File: config.mk
export PLATFORM = sky130hd
export DESIGN_NAME = sctrf_update
export DESIGN_NICKNAME = d
export VERILOG_FILES = /design/src/hdl/sctrf_pkg.sv /design/src/hdl/sctrf_update.sv
export SDC_FILE = /design/constraint.sdc
export NUM_CORES = 1
export LEC_CHECK = 0
export ABC_AREA = 1
export CAP_MARGIN = 15
export CORE_MARGIN = 2
export CORE_UTILIZATION = 48
export DETAILED_ROUTE_END_ITERATION = 10
export DONT_BUFFER_PORTS = 1
export PLACE_DENSITY_LB_ADDON = 0.08
export RECOVER_POWER = 25
export SYNTH_ARGS = -nofsm -noshare
export SYNTH_HDL_FRONTEND = slang
export SYNTH_SLANG_ARGS = --single-unit
File: constraint.sdc
create_clock -name vclk -period 3.3
set_clock_uncertainty 0.15 [all_clocks]
set_input_delay 0.33 -clock vclk [all_inputs]
set_output_delay 0.33 -clock vclk [all_outputs]
set_load 0.03 [all_outputs]
File: src/hdl/sctrf_pkg.sv
`timescale 1ns / 1ps

package sctrf_pkg;

	localparam int unsigned DATA_W = 32;
	localparam int unsigned ADDR_W = 12;
	localparam int unsigned KIND_W = 4;
	localparam int unsigned INDEX_W = ADDR_W - KIND_W;
	localparam int unsigned SIZE_W = 2;

	// Write kinds selected by the low address nibble
	typedef enum logic [KIND_W-1:0] {
		KIND_WRITE  = 4'h0,
		KIND_SET    = 4'h4,
		KIND_CLEAR  = 4'h8,
		KIND_TOGGLE = 4'hC
	} kind_t;

	// Size codes
	localparam logic [SIZE_W-1:0] SIZE_HALF = 2'd1;
	localparam logic [SIZE_W-1:0] SIZE_WORD = 2'd3;

	// Action codes
	localparam logic ACT_READ  = 1'b0;
	localparam logic ACT_WRITE = 1'b1;

	// Modify request handed to the update unit
	typedef struct packed {
		logic [KIND_W-1:0] kind;
		logic [SIZE_W-1:0] size_code;
		logic [DATA_W-1:0] data;
	} upd_req_t;

endpackage

File: src/hdl/sctrf_update.sv
`timescale 1ns / 1ps

module sctrf_update (
	input  sctrf_pkg::upd_req_t          req,
	input  logic [sctrf_pkg::DATA_W-1:0] old_value,
	output logic [sctrf_pkg::DATA_W-1:0] new_value
);
	import sctrf_pkg::*;

	logic [DATA_W-1:0] mask;
	logic [DATA_W-1:0] merged;

	// Select the part of the register the write acts on
	always_comb begin
		unique case (req.size_code)
			SIZE_WORD: mask = {DATA_W{1'b1}};
			SIZE_HALF: mask = {{(DATA_W/2){1'b0}}, {(DATA_W/2){1'b1}}};
			default:   mask = {{(DATA_W-8){1'b0}}, 8'hFF};
		endcase
	end

	// Apply the write kind; unlisted kinds are plain writes
	always_comb begin
		unique case (req.kind)
			KIND_SET:    merged = old_value | req.data;
			KIND_CLEAR:  merged = old_value & ~req.data;
			KIND_TOGGLE: merged = old_value ^ req.data;
			default:     merged = req.data;
		endcase
	end

	// Keep bits outside the selected part
	assign new_value = (old_value & ~mask) | (merged & mask);

endmodule

==> flow_metrics.py <==
metrics = {
    "floorplan": {
        "core_area_um2": 5075,
        "num_rows": 26,
        "die_w_um": 76.42,
        "io_pins": 102,
        "initial_core_util": 0.4961,
        "die_y_um": 76.42,
        "dieArea_um2": 5840,
    },
    "final_layout": {
        "clock_buffers": 0,
        "drive_above_1_share": 0.01987,
        "stdcell_count": 523,
        "area.sequential_um2": 0,
        "seq_cell_count": 0,
        "nets": 589,
        "area_growth_pct": 2.783,
        "diodes": 0,
        "design_area_um2": 2587,
    },
    "timing": {
        "worstMarginPinSlew_ps": 962.9,
        "fmax_mhz": 422.1,
        "rsz0062_at_grt": "false",
        "slew_violations": 0,
        "hold_viol": 0,
        "slew-limit-headroom": 0.3565,
        "fin_crit_sh": 0.7178,
        "setup_tns_ps": 0,
        "setup_viol": 0,
        "period_needed_ps": 2369,
    },
    "pwr": {
        "total_power_mw": 0.2969,
        "p_per_area_nw_per_um2": 114.7,
        "ir_drop_v": 0.00006157,
        "leakagePower_nw": 1.619,
    },
    "hold_path": {
        "min_path_cells": 2,
        "hold_class": "primary input to output port",
    },
    "yosys": {
        "yosysTopAreaCellShare": 0.3181,
        "yosysWarnings": 0,
        "yosys.area.top_type": "ha_1",
        "synthTopCellsByArea": "ha_1 32%, inv_1 17%, nand2_1 15%",
        "netlist_instances": 470,
        "syn_nets": 604,
        "synth_common_cells": "117 x inv_1, 101 x nand2_1, 72 x nand3_1",
        "synth.distinct_cells": 12,
        "yosysMostFrequentCell": "inv_1",
        "yosysSeqAreaShare": 0,
        "postSynthAreaPerCell_um2": 5.356,
        "synth.cell_area_um2": 2517,
    },
    "place": {
        "port_buffers": 0,
        "dpl.hpwl_um": 4157,
        "gp_routability_congestion": 0.7413,
        "place_area_um2": 2562,
        "dp.cells": 522,
    },
    "detailed_routing": {
        "remaining_drc_errors": 0,
        "drtIter0Drc": 112,
        "firstDrtPassIters": 4,
        "wire_per_inst_um": 10.74,
        "vias": 2590,
        "viasPerCell": 4.952,
        "drt_wl_total_um": 5618,
        "antenna_left": 0,
    },
    "clock_tree": {
        "cts_resized": 0,
        "cts_setup_buffers": 0,
        "cts_hold_buffers": 0,
    },
    "setup_path": {
        "crit_arrival_ps": 1890,
        "cp-start-kind": "primary input",
        "crit_type": "primary input to output port",
        "crit_fanout": 30,
        "critPathCaptureType": "output port",
        "required_ps": 2820,
    },
    "global_routing": {
        "grt_pass1_vias": 2505,
        "grt.overflow.total": 0,
        "grt_pass1_wl_um": 10460,
        "antenna_found_initial": 0,
        "track_usage": 0.1996,
        "grt_max_degree": 57,
    },
    "flow_run": {
        "drv_cap": 0,
    },
    "status": {
        "status": "completed",
    },
}
==> worst max-delay path, stage by stage <==
cell	delay, ps
inv_1	80
nand2_1	60
nand2_1	700
buf_12	270
nor2_1	60
nand3_1	70
nand2_1	60
nand2_1	230
==> layout make-up <==
type | count | area [µm²]
repair buffers | 6 | 77.57
fillers | 560 | 2487
multi-input cells | 330 | 1983
well taps | 70 | 87.58
inverters | 117 | 439.2
==> metrics by stage <==
step / util / worst slack [ps] / hold slack, ps
floorplan: - / 1555 / 735.3
global placement: 0.5049 / 1113 / 740.7
detailed placement: 0.5049 / 1101 / 740.2
CTS: 0.5049 / 1100 / 740.2
global route: 0.5099 / 750.9 / 744.5
finish: 0.5099 / 931.1 / 738.6
==> where the power goes <==
group | switching [mW] | internal, mW | total, mW
Combinational | 0.214 | 0.0829 | 0.297
Clock | 0 | 0 | 0
Sequential | 0 | 0 | 0
Total | 0.214 | 0.0829 | 0.297
==> path summary, 6_finish.rpt <==
| path | from | end | slack (ps) |
|---|---|---|---|
| setup / recovery | req[37] | new_value[10] | 930 |
| hold / removal | old_value[23] | new_value[23] | 740 |
==> cell usage in the layout, fill, tap and decap left out <==
cell and n:
nor2_2 2, nand3b_1 8, nand4_1 8, ha_1 64, buf_16 1, buf_4 4, nor3_1 1, inv_1 117
nand3_1 72, a21oi_1 24, nor2_4 1, nor2_1 49, buf_12 1, nand2_1 101
==> per-layer routing <==
layer	vias to the layer above	part of all wire	GRT usage
met1	1131	0.46	0.2603
met5	-	0	0
met3	2	0.072	0.03081
li1	1390	-	-
met2	67	0.47	0.3628
met4	0	0.0025	0.007273
==> kinds of logic (layout without fill, tap and decap cells) <==
family	count (synthesis)	after routing	share of synthesized area
AND/OR/NAND/NOR	242	242	0.4170
adder cells (fa/ha/maj)	64	64	0.3181
AO/OA/AOI/OAI	24	24	0.04772
buffers and inverters	140	123	0.2172
Power figures use the tool's default switching activity.
